File: src/rtl/assert_macros.svh
// Assertion helpers; both sample on clk and are disabled while rst is high.
`ifndef ASSERT_MACROS_SVH
`define ASSERT_MACROS_SVH
`ifndef SYNTHESIS
`define ASSERT_PROP(name, prop) \
  name: assert property (@(posedge clk) disable iff (rst) prop) \
    else $error("assertion failed");
`define ASSERT_NEVER(name, cond) \
  name: assert property (@(posedge clk) disable iff (rst) !(cond)) \
    else $error("forbidden condition seen");
`else
`define ASSERT_PROP(name, prop)
`define ASSERT_NEVER(name, cond)
`endif
`endif

File: src/rtl/rvx_pkg.sv
`default_nettype none
package rvx_pkg;
  localparam int XLEN        = 32;
  localparam int SHW         = $clog2(XLEN);
  localparam int QUEUE_DEPTH = 2;

  typedef logic [XLEN-1:0] word_t;

  localparam logic [6:0] F7_BASE   = 7'h00;
  localparam logic [6:0] F7_ALT    = 7'h20;
  localparam logic [6:0] F7_MULDIV = 7'h01;

  localparam logic [2:0] F3_ADD  = 3'd0;
  localparam logic [2:0] F3_SLL  = 3'd1;
  localparam logic [2:0] F3_SLT  = 3'd2;
  localparam logic [2:0] F3_SLTU = 3'd3;
  localparam logic [2:0] F3_XOR  = 3'd4;
  localparam logic [2:0] F3_SR   = 3'd5;
  localparam logic [2:0] F3_OR   = 3'd6;
  localparam logic [2:0] F3_AND  = 3'd7;

  localparam logic [2:0] F3_MUL    = 3'd0;
  localparam logic [2:0] F3_MULH   = 3'd1;
  localparam logic [2:0] F3_MULHSU = 3'd2;
  localparam logic [2:0] F3_MULHU  = 3'd3;
  localparam logic [2:0] F3_DIV    = 3'd4;
  localparam logic [2:0] F3_DIVU   = 3'd5;
  localparam logic [2:0] F3_REM    = 3'd6;
  localparam logic [2:0] F3_REMU   = 3'd7;

  typedef enum logic [4:0] {
    OP_ADD, OP_SUB, OP_SLL, OP_SLT, OP_SLTU, OP_XOR, OP_SRL, OP_SRA, OP_OR, OP_AND,
    OP_MUL, OP_MULH, OP_MULHSU, OP_MULHU, OP_DIV, OP_DIVU, OP_REM, OP_REMU, OP_ILL
  } op_t;

  typedef struct packed {
    op_t   op;
    word_t a;
    word_t b;
  } entry_t;

  typedef struct packed {
    word_t a;
    word_t b;
    logic  sgn;
    logic  want_rem;
  } div_req_t;

  typedef struct packed {
    logic busy;
    logic done;
  } div_stat_t;
endpackage
`default_nettype wire

File: src/rtl/rvx_if.sv
`default_nettype none
interface rvx_in_if;
  logic                valid;
  logic                ready;
  logic                func;
  logic [31:0]         inst;
  rvx_pkg::word_t      operand_a;
  rvx_pkg::word_t      operand_b;
  modport source (output valid, func, inst, operand_a, operand_b, input ready);
  modport sink (input valid, func, inst, operand_a, operand_b, output ready);
endinterface

interface rvx_out_if;
  logic           valid;
  logic           ready;
  rvx_pkg::word_t result;
  logic           illegal;
  modport source (output valid, result, illegal, input ready);
  modport sink (input valid, result, illegal, output ready);
endinterface
`default_nettype wire

File: src/rtl/rvx_front.sv
`default_nettype none
module rvx_front (
  rvx_in_if.sink           req,
  input  wire logic        full,
  output logic             wr,
  output rvx_pkg::entry_t  ent
);
  logic [2:0] f3;
  logic [6:0] f7;
  rvx_pkg::word_t imm;

  assign f3  = req.inst[14:12];
  assign f7  = req.inst[31:25];
  assign imm = {{(rvx_pkg::XLEN-12){req.inst[31]}}, req.inst[31:20]};

  assign req.ready = !full;
  assign wr        = req.valid && !full;

  always_comb begin
    ent.a  = req.operand_a;
    ent.b  = req.func ? imm : req.operand_b;
    ent.op = rvx_pkg::OP_ILL;
    if (req.func) begin
      case (f3)
        rvx_pkg::F3_ADD:  ent.op = rvx_pkg::OP_ADD;
        rvx_pkg::F3_SLT:  ent.op = rvx_pkg::OP_SLT;
        rvx_pkg::F3_SLTU: ent.op = rvx_pkg::OP_SLTU;
        rvx_pkg::F3_XOR:  ent.op = rvx_pkg::OP_XOR;
        rvx_pkg::F3_OR:   ent.op = rvx_pkg::OP_OR;
        rvx_pkg::F3_AND:  ent.op = rvx_pkg::OP_AND;
        rvx_pkg::F3_SLL:  if (f7 == rvx_pkg::F7_BASE) ent.op = rvx_pkg::OP_SLL;
        rvx_pkg::F3_SR: begin
          if (f7 == rvx_pkg::F7_BASE) ent.op = rvx_pkg::OP_SRL;
          else if (f7 == rvx_pkg::F7_ALT) ent.op = rvx_pkg::OP_SRA;
        end
        default: ent.op = rvx_pkg::OP_ILL;
      endcase
    end else begin
      case (f7)
        rvx_pkg::F7_BASE: begin
          case (f3)
            rvx_pkg::F3_ADD:  ent.op = rvx_pkg::OP_ADD;
            rvx_pkg::F3_SLL:  ent.op = rvx_pkg::OP_SLL;
            rvx_pkg::F3_SLT:  ent.op = rvx_pkg::OP_SLT;
            rvx_pkg::F3_SLTU: ent.op = rvx_pkg::OP_SLTU;
            rvx_pkg::F3_XOR:  ent.op = rvx_pkg::OP_XOR;
            rvx_pkg::F3_SR:   ent.op = rvx_pkg::OP_SRL;
            rvx_pkg::F3_OR:   ent.op = rvx_pkg::OP_OR;
            default:          ent.op = rvx_pkg::OP_AND;
          endcase
        end
        rvx_pkg::F7_ALT: begin
          if (f3 == rvx_pkg::F3_ADD) ent.op = rvx_pkg::OP_SUB;
          else if (f3 == rvx_pkg::F3_SR) ent.op = rvx_pkg::OP_SRA;
        end
        rvx_pkg::F7_MULDIV: begin
          case (f3)
            rvx_pkg::F3_MUL:    ent.op = rvx_pkg::OP_MUL;
            rvx_pkg::F3_MULH:   ent.op = rvx_pkg::OP_MULH;
            rvx_pkg::F3_MULHSU: ent.op = rvx_pkg::OP_MULHSU;
            rvx_pkg::F3_MULHU:  ent.op = rvx_pkg::OP_MULHU;
            rvx_pkg::F3_DIV:    ent.op = rvx_pkg::OP_DIV;
            rvx_pkg::F3_DIVU:   ent.op = rvx_pkg::OP_DIVU;
            rvx_pkg::F3_REM:    ent.op = rvx_pkg::OP_REM;
            default:            ent.op = rvx_pkg::OP_REMU;
          endcase
        end
        default: ent.op = rvx_pkg::OP_ILL;
      endcase
    end
  end
endmodule
`default_nettype wire

File: src/rtl/rvx_queue.sv
`default_nettype none
module rvx_queue #(
  parameter int DEPTH = rvx_pkg::QUEUE_DEPTH,
  localparam int AW = $clog2(DEPTH),
  localparam int CW = $clog2(DEPTH + 1)
) (
  input  wire logic            clk,
  input  wire logic            rst,
  input  wire logic            wr,
  input  rvx_pkg::entry_t      wdata,
  input  wire logic            rd,
  output rvx_pkg::entry_t      rdata,
  output logic                 not_empty,
  output logic                 full,
  output logic [CW-1:0]        count
);
  rvx_pkg::entry_t mem [DEPTH];
  logic [AW-1:0] wptr, rptr;

  assign not_empty = count != '0;
  assign full      = count == CW'(DEPTH);
  assign rdata     = mem[rptr];

  always_ff @(posedge clk) begin
    if (wr) mem[wptr] <= wdata;
  end

  always_ff @(posedge clk) begin
    if (rst) begin
      wptr  <= '0;
      rptr  <= '0;
      count <= '0;
    end else begin
      if (wr) wptr <= (wptr == AW'(DEPTH - 1)) ? '0 : wptr + AW'(1);
      if (rd) rptr <= (rptr == AW'(DEPTH - 1)) ? '0 : rptr + AW'(1);
      if (wr && !rd) count <= count + CW'(1);
      else if (rd && !wr) count <= count - CW'(1);
    end
  end
endmodule
`default_nettype wire

File: src/rtl/rvx_div.sv
`default_nettype none
module rvx_div (
  input  wire logic           clk,
  input  wire logic           rst,
  input  wire logic           start,
  input  rvx_pkg::div_req_t   req,
  input  wire logic           ack,
  output rvx_pkg::word_t      res,
  output rvx_pkg::div_stat_t  stat
);
  localparam int W = rvx_pkg::XLEN;

  rvx_pkg::word_t rem, quo, dvs, ma, mb;
  logic [rvx_pkg::SHW-1:0] cnt;
  logic neg_q, neg_r, want_rem;
  logic [W:0] trial;

  assign ma    = (req.sgn && req.a[W-1]) ? -req.a : req.a;
  assign mb    = (req.sgn && req.b[W-1]) ? -req.b : req.b;
  assign trial = {rem, quo[W-1]} - {1'b0, dvs};

  assign res = want_rem ? (neg_r ? -rem : rem) : (neg_q ? -quo : quo);

  always_ff @(posedge clk) begin
    if (start) begin
      rem      <= '0;
      quo      <= ma;
      dvs      <= mb;
      want_rem <= req.want_rem;
      // divide by zero keeps the all-ones quotient unsigned
      neg_q    <= req.sgn && (req.a[W-1] ^ req.b[W-1]) && (req.b != '0);
      neg_r    <= req.sgn && req.a[W-1];
    end else if (stat.busy) begin
      if (!trial[W]) begin
        rem <= trial[W-1:0];
        quo <= {quo[W-2:0], 1'b1};
      end else begin
        rem <= {rem[W-2:0], quo[W-1]};
        quo <= {quo[W-2:0], 1'b0};
      end
    end
  end

  always_ff @(posedge clk) begin
    if (rst) begin
      stat.busy <= 1'b0;
      stat.done <= 1'b0;
      cnt       <= '0;
    end else if (start) begin
      stat.busy <= 1'b1;
      cnt       <= '0;
    end else if (stat.busy) begin
      cnt <= cnt + rvx_pkg::SHW'(1);
      if (cnt == rvx_pkg::SHW'(W - 1)) begin
        stat.busy <= 1'b0;
        stat.done <= 1'b1;
      end
    end else if (ack) begin
      stat.done <= 1'b0;
    end
  end
endmodule
`default_nettype wire

File: src/rtl/rvx_back.sv
`default_nettype none
module rvx_back (
  input  wire logic            clk,
  input  wire logic            rst,
  input  rvx_pkg::entry_t      head,
  input  wire logic            head_valid,
  output logic                 pop,
  output rvx_pkg::div_stat_t   dstat,
  rvx_out_if.source            rsp
);
  localparam int W = rvx_pkg::XLEN;

  logic is_div, can_load, div_start, div_ack;
  logic out_valid, out_illegal;
  rvx_pkg::word_t out_result, alu_res, div_res;
  rvx_pkg::div_req_t dreq;
  logic [rvx_pkg::SHW-1:0] sh;
  logic signed [W:0] ma, mb;
  logic signed [2*W+1:0] prod;

  assign is_div = head.op inside {rvx_pkg::OP_DIV, rvx_pkg::OP_DIVU,
                                  rvx_pkg::OP_REM, rvx_pkg::OP_REMU};
  assign can_load  = !out_valid || rsp.ready;
  assign div_start = head_valid && is_div && !dstat.busy && !dstat.done;
  assign div_ack   = head_valid && is_div && dstat.done && can_load;
  assign pop       = head_valid && can_load && (!is_div || dstat.done);

  assign dreq.a        = head.a;
  assign dreq.b        = head.b;
  assign dreq.sgn      = head.op == rvx_pkg::OP_DIV || head.op == rvx_pkg::OP_REM;
  assign dreq.want_rem = head.op == rvx_pkg::OP_REM || head.op == rvx_pkg::OP_REMU;

  rvx_div u_div (
    .clk   (clk),
    .rst   (rst),
    .start (div_start),
    .req   (dreq),
    .ack   (div_ack),
    .res   (div_res),
    .stat  (dstat)
  );

  assign sh = head.b[rvx_pkg::SHW-1:0];
  assign ma = {(head.op == rvx_pkg::OP_MULH || head.op == rvx_pkg::OP_MULHSU) && head.a[W-1],
               head.a};
  assign mb = {head.op == rvx_pkg::OP_MULH && head.b[W-1], head.b};
  assign prod = ma * mb;

  always_comb begin
    case (head.op)
      rvx_pkg::OP_ADD:    alu_res = head.a + head.b;
      rvx_pkg::OP_SUB:    alu_res = head.a - head.b;
      rvx_pkg::OP_SLL:    alu_res = head.a << sh;
      rvx_pkg::OP_SLT:    alu_res = W'($signed(head.a) < $signed(head.b));
      rvx_pkg::OP_SLTU:   alu_res = W'(head.a < head.b);
      rvx_pkg::OP_XOR:    alu_res = head.a ^ head.b;
      rvx_pkg::OP_SRL:    alu_res = head.a >> sh;
      rvx_pkg::OP_SRA:    alu_res = W'($signed(head.a) >>> sh);
      rvx_pkg::OP_OR:     alu_res = head.a | head.b;
      rvx_pkg::OP_AND:    alu_res = head.a & head.b;
      rvx_pkg::OP_MUL:    alu_res = prod[W-1:0];
      rvx_pkg::OP_MULH,
      rvx_pkg::OP_MULHSU,
      rvx_pkg::OP_MULHU:  alu_res = prod[2*W-1:W];
      default:            alu_res = '0;
    endcase
  end

  always_ff @(posedge clk) begin
    if (rst) out_valid <= 1'b0;
    else if (pop) out_valid <= 1'b1;
    else if (rsp.ready) out_valid <= 1'b0;
  end

  always_ff @(posedge clk) begin
    if (pop) begin
      out_result  <= is_div ? div_res : alu_res;
      out_illegal <= head.op == rvx_pkg::OP_ILL;
    end
  end

  assign rsp.valid   = out_valid;
  assign rsp.result  = out_result;
  assign rsp.illegal = out_illegal;
endmodule
`default_nettype wire

File: src/rtl/rv32im_integer_execute_unit.sv
// Channel  Dir  Payload                              Accepted when
// req      in   func, inst, operand_a, operand_b     req.valid && req.ready
// rsp      out  result, illegal                      rsp.valid && rsp.ready
//
// One transaction per cycle for all ALU and multiply operations while rsp is ready;
// each passes through the queue and the output register. DIV, DIVU, REM, REMU occupy
// the radix-2 divider until their result is handed over; results stay in order.
// Synchronous active-high rst empties the queue and drops any pending result.
// A stalled rsp holds its register; the front keeps accepting until the queue fills.
`default_nettype none
`include "assert_macros.svh"
module rv32im_integer_execute_unit #(
  parameter int QUEUE_DEPTH = rvx_pkg::QUEUE_DEPTH
) (
  input  wire logic  clk,
  input  wire logic  rst,
  rvx_in_if.sink     req,
  rvx_out_if.source  rsp
);
  localparam int CW = $clog2(QUEUE_DEPTH + 1);

  rvx_pkg::entry_t wr_ent, head;
  logic wr, full, head_valid, pop;
  logic [CW-1:0] q_count;
  rvx_pkg::div_stat_t dstat;

  rvx_front u_front (
    .req  (req),
    .full (full),
    .wr   (wr),
    .ent  (wr_ent)
  );

  rvx_queue #(.DEPTH(QUEUE_DEPTH)) u_queue (
    .clk       (clk),
    .rst       (rst),
    .wr        (wr),
    .wdata     (wr_ent),
    .rd        (pop),
    .rdata     (head),
    .not_empty (head_valid),
    .full      (full),
    .count     (q_count)
  );

  rvx_back u_back (
    .clk        (clk),
    .rst        (rst),
    .head       (head),
    .head_valid (head_valid),
    .pop        (pop),
    .dstat      (dstat),
    .rsp        (rsp)
  );

  `ASSERT_PROP(a_queue_bound, q_count <= CW'(QUEUE_DEPTH))
  `ASSERT_NEVER(a_div_busy_done, dstat.busy && dstat.done)
  `ASSERT_PROP(a_illegal_zero, rsp.valid && rsp.illegal |-> rsp.result == '0)
  `ASSERT_PROP(a_div_done_stays, dstat.done && !pop |=> dstat.done)
endmodule
`default_nettype wire
File: src/flat_wrapper.sv
// flat-port wrapper written by rule: the top's interface ports become plain ports
module rv32im_integer_execute_unit_flat 
#(
  parameter int QUEUE_DEPTH = rvx_pkg::QUEUE_DEPTH
)
  (clk, rst, req_valid, req_func, req_inst, req_operand_a, req_operand_b, req_ready, rsp_valid, rsp_result, rsp_illegal, rsp_ready);
  rvx_in_if req_i ();
  rvx_out_if rsp_i ();
  input  wire logic clk;
  input  wire logic rst;
  input wire logic [$bits(req_i.valid)-1:0] req_valid;
  input wire logic [$bits(req_i.func)-1:0] req_func;
  input wire logic [$bits(req_i.inst)-1:0] req_inst;
  input wire logic [$bits(req_i.operand_a)-1:0] req_operand_a;
  input wire logic [$bits(req_i.operand_b)-1:0] req_operand_b;
  output wire logic [$bits(req_i.ready)-1:0] req_ready;
  output wire logic [$bits(rsp_i.valid)-1:0] rsp_valid;
  output wire logic [$bits(rsp_i.result)-1:0] rsp_result;
  output wire logic [$bits(rsp_i.illegal)-1:0] rsp_illegal;
  input wire logic [$bits(rsp_i.ready)-1:0] rsp_ready;
  assign req_i.valid = req_valid;
  assign req_i.func = req_func;
  assign req_i.inst = req_inst;
  assign req_i.operand_a = req_operand_a;
  assign req_i.operand_b = req_operand_b;
  assign req_ready = req_i.ready;
  assign rsp_valid = rsp_i.valid;
  assign rsp_result = rsp_i.result;
  assign rsp_illegal = rsp_i.illegal;
  assign rsp_i.ready = rsp_ready;
  rv32im_integer_execute_unit #(.QUEUE_DEPTH(QUEUE_DEPTH)) u_core (.clk(clk), .rst(rst), .req(req_i), .rsp(rsp_i));
endmodule
File: config.mk
export PLATFORM = sky130hd
export DESIGN_NAME = rv32im_integer_execute_unit_flat
export DESIGN_NICKNAME = d
export VERILOG_FILES = /design/src/rtl/rvx_pkg.sv /design/src/rtl/rvx_if.sv /design/src/rtl/rvx_front.sv /design/src/rtl/rvx_queue.sv /design/src/rtl/rvx_div.sv /design/src/rtl/rvx_back.sv /design/src/rtl/rv32im_integer_execute_unit.sv /design/src/flat_wrapper.sv
export VERILOG_INCLUDE_DIRS = /design/src /design/src/rtl
export SDC_FILE = /design/constraint.sdc
export NUM_CORES = 2
export LEC_CHECK = 0
export ABC_AREA = 1
export BUFFER_PORTS_ARGS = -buffer_cell sky130_fd_sc_hd__clkbuf_2
export CAP_MARGIN = 25
export CELL_PAD_IN_SITES_DETAIL_PLACEMENT = 1
export CELL_PAD_IN_SITES_GLOBAL_PLACEMENT = 2
export CORE_MARGIN = 8
export CORE_UTILIZATION = 35
export CTS_CLUSTER_SIZE = 20
export DETAILED_ROUTE_END_ITERATION = 8
export PLACE_DENSITY_LB_ADDON = 0.1
export SLEW_MARGIN = 20
export SYNTH_ARGS = -nofsm -noshare
export SYNTH_HDL_FRONTEND = slang
export SYNTH_HIERARCHICAL = 1
export SYNTH_SLANG_ARGS = --single-unit
File: constraint.sdc
create_clock -name clk -period 8.9 [get_ports clk]
set_input_delay 0.445 -clock clk [delete_from_list [all_inputs] [get_ports clk]]
set_output_delay 0.445 -clock clk [all_outputs]
set_load 0.03 [all_outputs]
Yosys cells after proc, flatten, opt, wreduce, memory -nomap -nowiden:

Memory sizes are Yosys's and may differ from the RTL's. A register that Yosys moved wholly into a read port is not among the register bits.
Index checks and enable logic that the tools add are counted.

* flip-flop bits (word level): 144
* bits in writable memories: 138
* bits of input ports: 101
* output and inout bits: 35
* word-level logic and storage cells: 147
* memories: 1

* add/subtract/negate cells: 12
* $mul: 1
* magnitude comparators: 2
* equality and inequality tests: 30
* shifts and indexed selects: 3
* multiplexer cells: 37
* bitwise operators: 5
* reductions and logical operators: 41

Memories
* u_core.u_queue.mem: words 2, width 69, read ports 1, clocked after memory_dff 1, write ports 1, line rvx_queue.sv:17 `rvx_pkg::entry_t mem [DEPTH];`

Operators by type and width (number)
* 32-bit case mux with 12 select lines: 1
* 32-bit two-way mux: 10
* 32-bit negator: 4
* 32-bit < comparator: 2
* 33-bit by 33-bit multiplier with 64-bit output: 1
* 5-bit by 4-bit equality test with 1-bit output, second input constant: 8
* 5-bit case mux with 8 select lines: 1
* 5-bit case mux with 7 select lines: 1
* 33-bit by 32-bit subtractor with 33-bit output: 1
* 32-bit adder: 1
* 32-bit bitwise AND: 1
* 32-bit OR: 1
* 32-bit nonzero test: 1
* 32-bit by 5-bit << shifter with 32-bit output: 1
* 32-bit by 5-bit >> shifter with 32-bit output: 1
* 32-bit by 5-bit >>> shifter with 32-bit output: 1
* 32-bit subtractor: 1
* 32-bit bitwise XOR: 1
* 5-bit two-way mux: 6
* 4-bit case mux with 7 select lines: 1
* 5-bit by 3-bit equality test with 1-bit output, second input constant: 4
* 5-bit equality test, second input constant: 4
* 1-bit logical AND: 16
* 5-bit case mux with 3 select lines: 1
* other kinds (27): 61

Logic depth before layout (Yosys ltp):

* depth after elaboration: 8
* mapped depth: 40
* depth with buffers taken out: 36

Cells and area by module:

Netlist, hierarchy kept.

Modules (own cells, without submodules)
* rvx_back: instances 1, cells an instance 7282, area each 51481.9 µm², seq. area each 1011.0 µm²
* rvx_div: instances 1, cells an instance 1755, area each 10392.5 µm², seq. area each 2792.7 µm²
* rvx_queue: instances 1, cells an instance 248, area each 5247.5 µm², seq. area each 4244.1 µm²
* rvx_front: instances 1, cells an instance 193, area each 983.4 µm², seq. area each 0.0 µm²

Worst setup path before layout:

OpenSTA, ideal clock, no wires.

* kind: register to register
* start: reg (tool-made name)
* end: reg u_core.u_back.out_result[27], in the netlist u_core/u_back/rsp.result[27] (data pin)
* setup time: 0.260 ns
* arrival time: 8.430 ns
* required time: 8.640 ns
* setup slack: 0.210 ns
* stages on the path, launching flop included: 37
* path buffers: 4
* period minus slack after synthesis: 8.690 ns
* cells stage by stage: dfxtp_1 buf_6 buf_2 mux2_2 buf_6 nand2_1 inv_1 nand3_1 nand2_2 clkinv_1 clkbuf_1 nor2_1 fa_1 inv_1 fa_1 inv_1 fa_1 inv_1 fa_1 inv_1 fa_1 fa_1 fa_1 inv_1 fa_1 inv_1 ha_1 nand2_1 nor2_1 inv_1 nor3_1 and3_1 nand2_1 nand3_1 nand2_1 nand3_1 nand3_1

RTL lines
* end signal: assignment: line rvx_back.sv:77 `out_result <= is_div ? div_res : alu_res;`
* end: declaration: line rvx_back.sv:15 `rvx_pkg::word_t out_result, alu_res, div_res;`

==> out/qor.txt <==
LOGIC SYNTHESIS
---------------------------------------------------------------------------------
Fraction of synthesis flops using an asynchronous set or reset pin             0%
Leading register cell type out of synthesis                          sky130_fd_sc_hd__edfxtp_1
Flops & latches, synth                                                        283
Average footprint of a synthesized cell                                 7.19 um^2
Proportion of netlist area held by the largest area contributor             33.2%
Number of distinct library cells after synthesis                               59
Post-synthesis cell area                                               68100 um^2
Synth cell count leaders                                             2684 x sky130_fd_sc_hd__nand2_1, 2213 x sky130_fd_sc_hd__inv_1, 1128 x sky130_fd_sc_hd__fa_1
Portion of the post-synthesis area used by sequential elements              11.8%
Gate Count Post-Synth                                                        9478
Number of warning messages in the yosys log                                     6
Number of synthesized flops with an enable pin                                238
Dominant cells by area after synthesis                               sky130_fd_sc_hd__fa_1 33%, sky130_fd_sc_hd__nand2_1 15%, sky130_fd_sc_hd__inv_1 12%
Yosys top cell by area                                               sky130_fd_sc_hd__fa_1
Synthesized net count                                                       11100
Most repeated cell in the gate-level netlist after synthesis         sky130_fd_sc_hd__nand2_1

CELLS AND AREA
---------------------------------------------------------------------------------
Number of nets in the layout                                                11500
Count of non-filler cells in the finished layout                            12500
Number of filler instances in the final layout                              24300
Area Growth Syn to Fin                                                      14.6%
Share of cells above drive strength 1                                       11.4%

WORST SETUP PATH
---------------------------------------------------------------------------------
Worst reg2reg path depth                                                       36
Endpoint of the most critical register-to-register path              u_core/u_back/rsp.result[3]$_DFFE_PP_
Maximum fanout encountered on the critical timing path                         28
Critical path launch point type                                              flop
Arrival time of data at the critical path endpoint                        9.09 ns
Critical path endpoint category                                              flop
Critical Path Max Stage Delay                                             0.57 ns
Critical path's slowest cell                                         sky130_fd_sc_hd__fa_1
Worst EP required                                                         9.25 ns
Crit Path Class                                                        reg -> reg
Setup slack of the worst register-to-register path                        0.16 ns

DIE
---------------------------------------------------------------------------------
Floorplan die height                                                       457 um
Core region area                                                      194000 um^2
Chip Width                                                                 457 um
Number of standard-cell rows in the floorplan                                 162
Initial Utilization                                                         35.1%
Die footprint                                                         209000 um^2
Number of top-level pins                                                      136

STA
---------------------------------------------------------------------------------
Max Freq                                                                  114 MHz
Setup repair after global routing missed its margin                           yes
Final max-slew violation count                                                  0
Period utilisation layout                                                   98.2%
Minimum period implied by the final worst setup slack                     8.74 ns
Worst Clk Skew                                                          0.0713 ns
Number of hold-slack violations in the final timing report                      0
Total setup violations reported at the end of the flow                          0
Worst rel slew slack                                                        31.6%
Sum of negative setup slack                                                  0 ns
Transition time at the pin with the least slew margin                     1.03 ns

DRT
---------------------------------------------------------------------------------
1st-pass router iterations                                                      6
Violation count after the first detailed-routing iteration                   4972
Routed WL per cell                                                        26.6 um
Wire length after detailed routing                                      333000 um
Routed via count                                                            64500
ANT nets after route                                                            0
DRC                                                                             0
Via count normalized by instance count                                       5.16

CLOCKING
---------------------------------------------------------------------------------
CTS Root Buffer Type                                                 sky130_fd_sc_hd__clkbuf_16
Clock transition at path regs                                             0.06 ns
Worst skew pair latency                                                   0.66 ns
Number of buffers inserted during clock tree synthesis                         37
Sink Count                                                                    283
TritonCTS clock tree                                                          yes
Bufs on Longest Clock Path                                                      3
H-tree depth                                                                    2

GLOBAL ROUTING
---------------------------------------------------------------------------------
Maximum number of pins on one net before global-route repair                   71
Global router's overall resource usage                                      31.2%
First-pass GRT wire length                                              484000 um
Vias in the first global route                                              68700
Overflow after GRT                                                              0
Number of antenna violations at the first check in global routing               8

STATUS
---------------------------------------------------------------------------------
Status                                                               finished, final reports clean

PLACEMENT
---------------------------------------------------------------------------------
Inst Count DP                                                               12400
Routability-driven placement congestion ratio                               0.994
Number of buffers added on ports                                              118
Detailed placement HPWL                                                 289000 um

HOLD PATH
---------------------------------------------------------------------------------
Class of the tightest hold or removal check                             in -> reg
Endpoint of the worst hold-timing path                               u_core/u_queue/mem[1][46]$_DFFE_PP_
Count of cells along the worst hold path                                        1
Critical hold path startpoint                                        req_operand_a[14]

JOB
---------------------------------------------------------------------------------
Number of max-cap violations                                                    0

[layer usage]
| metal | vias to the layer above | part of all wire (%) | global-route usage (%) |
|---|---|---|---|
| li1 | 29200 | - | - |
| met1 | 33400 | 45 | 43.3 |
| met2 | 1601 | 47 | 52.0 |
| met3 | 348 | 4.5 | 2.70 |
| met4 | 2 | 4.1 | 9.41 |
| met5 | - | 0.0039 | 0 |
[registers in the layout, summed over array words and instances (netlist names), named ones only]
| name | flops |
|---|---|
| u_core/u_back/u_div/cnt | 5 |
| u_core/u_back/rsp.illegal | 1 |
| u_core/u_back/u_div/neg_r | 1 |
| u_core/u_queue/wptr | 1 |
| u_core/u_queue/rptr | 1 |
| u_core/u_back/u_div/want_rem | 1 |
| u_core/u_back/u_div/neg_q | 1 |
| u_core/u_queue/count | 2 |
| u_core/u_back/rsp.valid | 1 |
| u_core/u_back/u_div/quo | 32 |
| u_core/u_back/u_div/stat | 2 |
| u_core/u_back/u_div/rem | 32 |
| u_core/u_back/rsp.result | 32 |
| u_core/u_queue/mem | 138 |
| u_core/u_back/u_div/dvs | 32 |
[critical path, delay by kind of cell (launching register included)]
family	cells	cell delay, ns
adders and majority gates	9	4.54
buffers and inverters	15	1.68
and+or+nand+nor	10	1.15
muxes	1	0.45
DFF	1	0.44
AOI/OAI and AO/OA	1	0.15
[cells in the final DEF (no fill, tap or decap), drive strengths merged, types with 13 or more instances in the layout]
cell,n
nand2,2702
inv,2241
fa,1128
buf,715
nand3,698
nor2,589
ha,352
o21ai,268
a21oi,260
edfxtp,238
clkbuf,164
nand4,91
nor3,86
mux2,69
xor2,45
dfxtp,45
xnor2,30
o21bai,29
nand3b,24
or2,24
o22ai,20
o211ai,20
clkinv,17
and2,13
a21o,13
a31oi,13
[logic make-up after synthesis]
| family | count (synthesis) | share of synthesized area, % |
|---|---|---|
| mux | 69 | 1.20 |
| fa+ha+maj | 1480 | 39.6 |
| compound gates | 658 | 5.30 |
| xor+xnor | 75 | 0.965 |
| flops | 283 | 11.8 |
| simple gates | 4247 | 25.9 |
| buf+inv | 2666 | 15.2 |
[cell type report]
type | instances | area [um^2] | share of cell area, %
tap | 2542 | 3180 | 4.08
clock buffer | 46 | 1010 | 1.30
multi-input combinational | 6529 | 50100 | 64.2
antenna | 4 | 10.0 | 0.0128
sequential | 283 | 8050 | 10.3
clock inverter | 22 | 136 | 0.175
timing repair buffer | 834 | 7120 | 9.13
inverter | 2239 | 8410 | 10.8
[worst max path at each step]
stage / start / end / slack [ns] / depth (start not counted)
floorplan: flop / u_core/u_back/rsp.result[27]$_DFFE_PP_ / 0.21 / 36
global placement: flop / u_core/u_back/rsp.result[11]$_DFFE_PP_ / -0.10 / 37
detailed placement: flop / u_core/u_back/rsp.result[4]$_DFFE_PP_ / -0.15 / 31
CTS: flop / u_core/u_back/rsp.result[14]$_DFFE_PP_ / 0.0004 / 35
global route: flop / u_core/u_back/rsp.result[22]$_DFFE_PP_ / -0.04 / 35
finish: flop / u_core/u_back/rsp.result[3]$_DFFE_PP_ / 0.16 / 36
[stage by stage]
| stage | hold WS [ns] | setup WS, ns | util, % | cell area [um^2] |
|---|---|---|---|---|
| 4_1_cts | 0.000970 | 0.000445 | 40.0 | 77700 |
| 3_5_place_dp | 0.477 | -0.153 | 39.4 | 76500 |
| 2_1_floorplan | 0.433 | 0.210 | - | 68100 |
| 3_3_place_gp | 0.450 | -0.101 | 39.4 | 76500 |
| 6_report | 0.0371 | 0.158 | 40.2 | 78000 |
| 5_1_grt | 0.00491 | -0.0426 | 40.2 | 78000 |
[timing repair]
item / 4_1_cts / 5_1_grt
hold endpoints to repair: 2 / 0
buffers inserted: 0 / 0
endpoints found under the setup margin: 12 / 32
resized for setup: 17 / 90
pin swaps: 1 / 2
hold buffers: 1 / 0
Power is not shown: default switching activity piles up to over one toggle a cycle in this logic, so the estimate is an artifact.
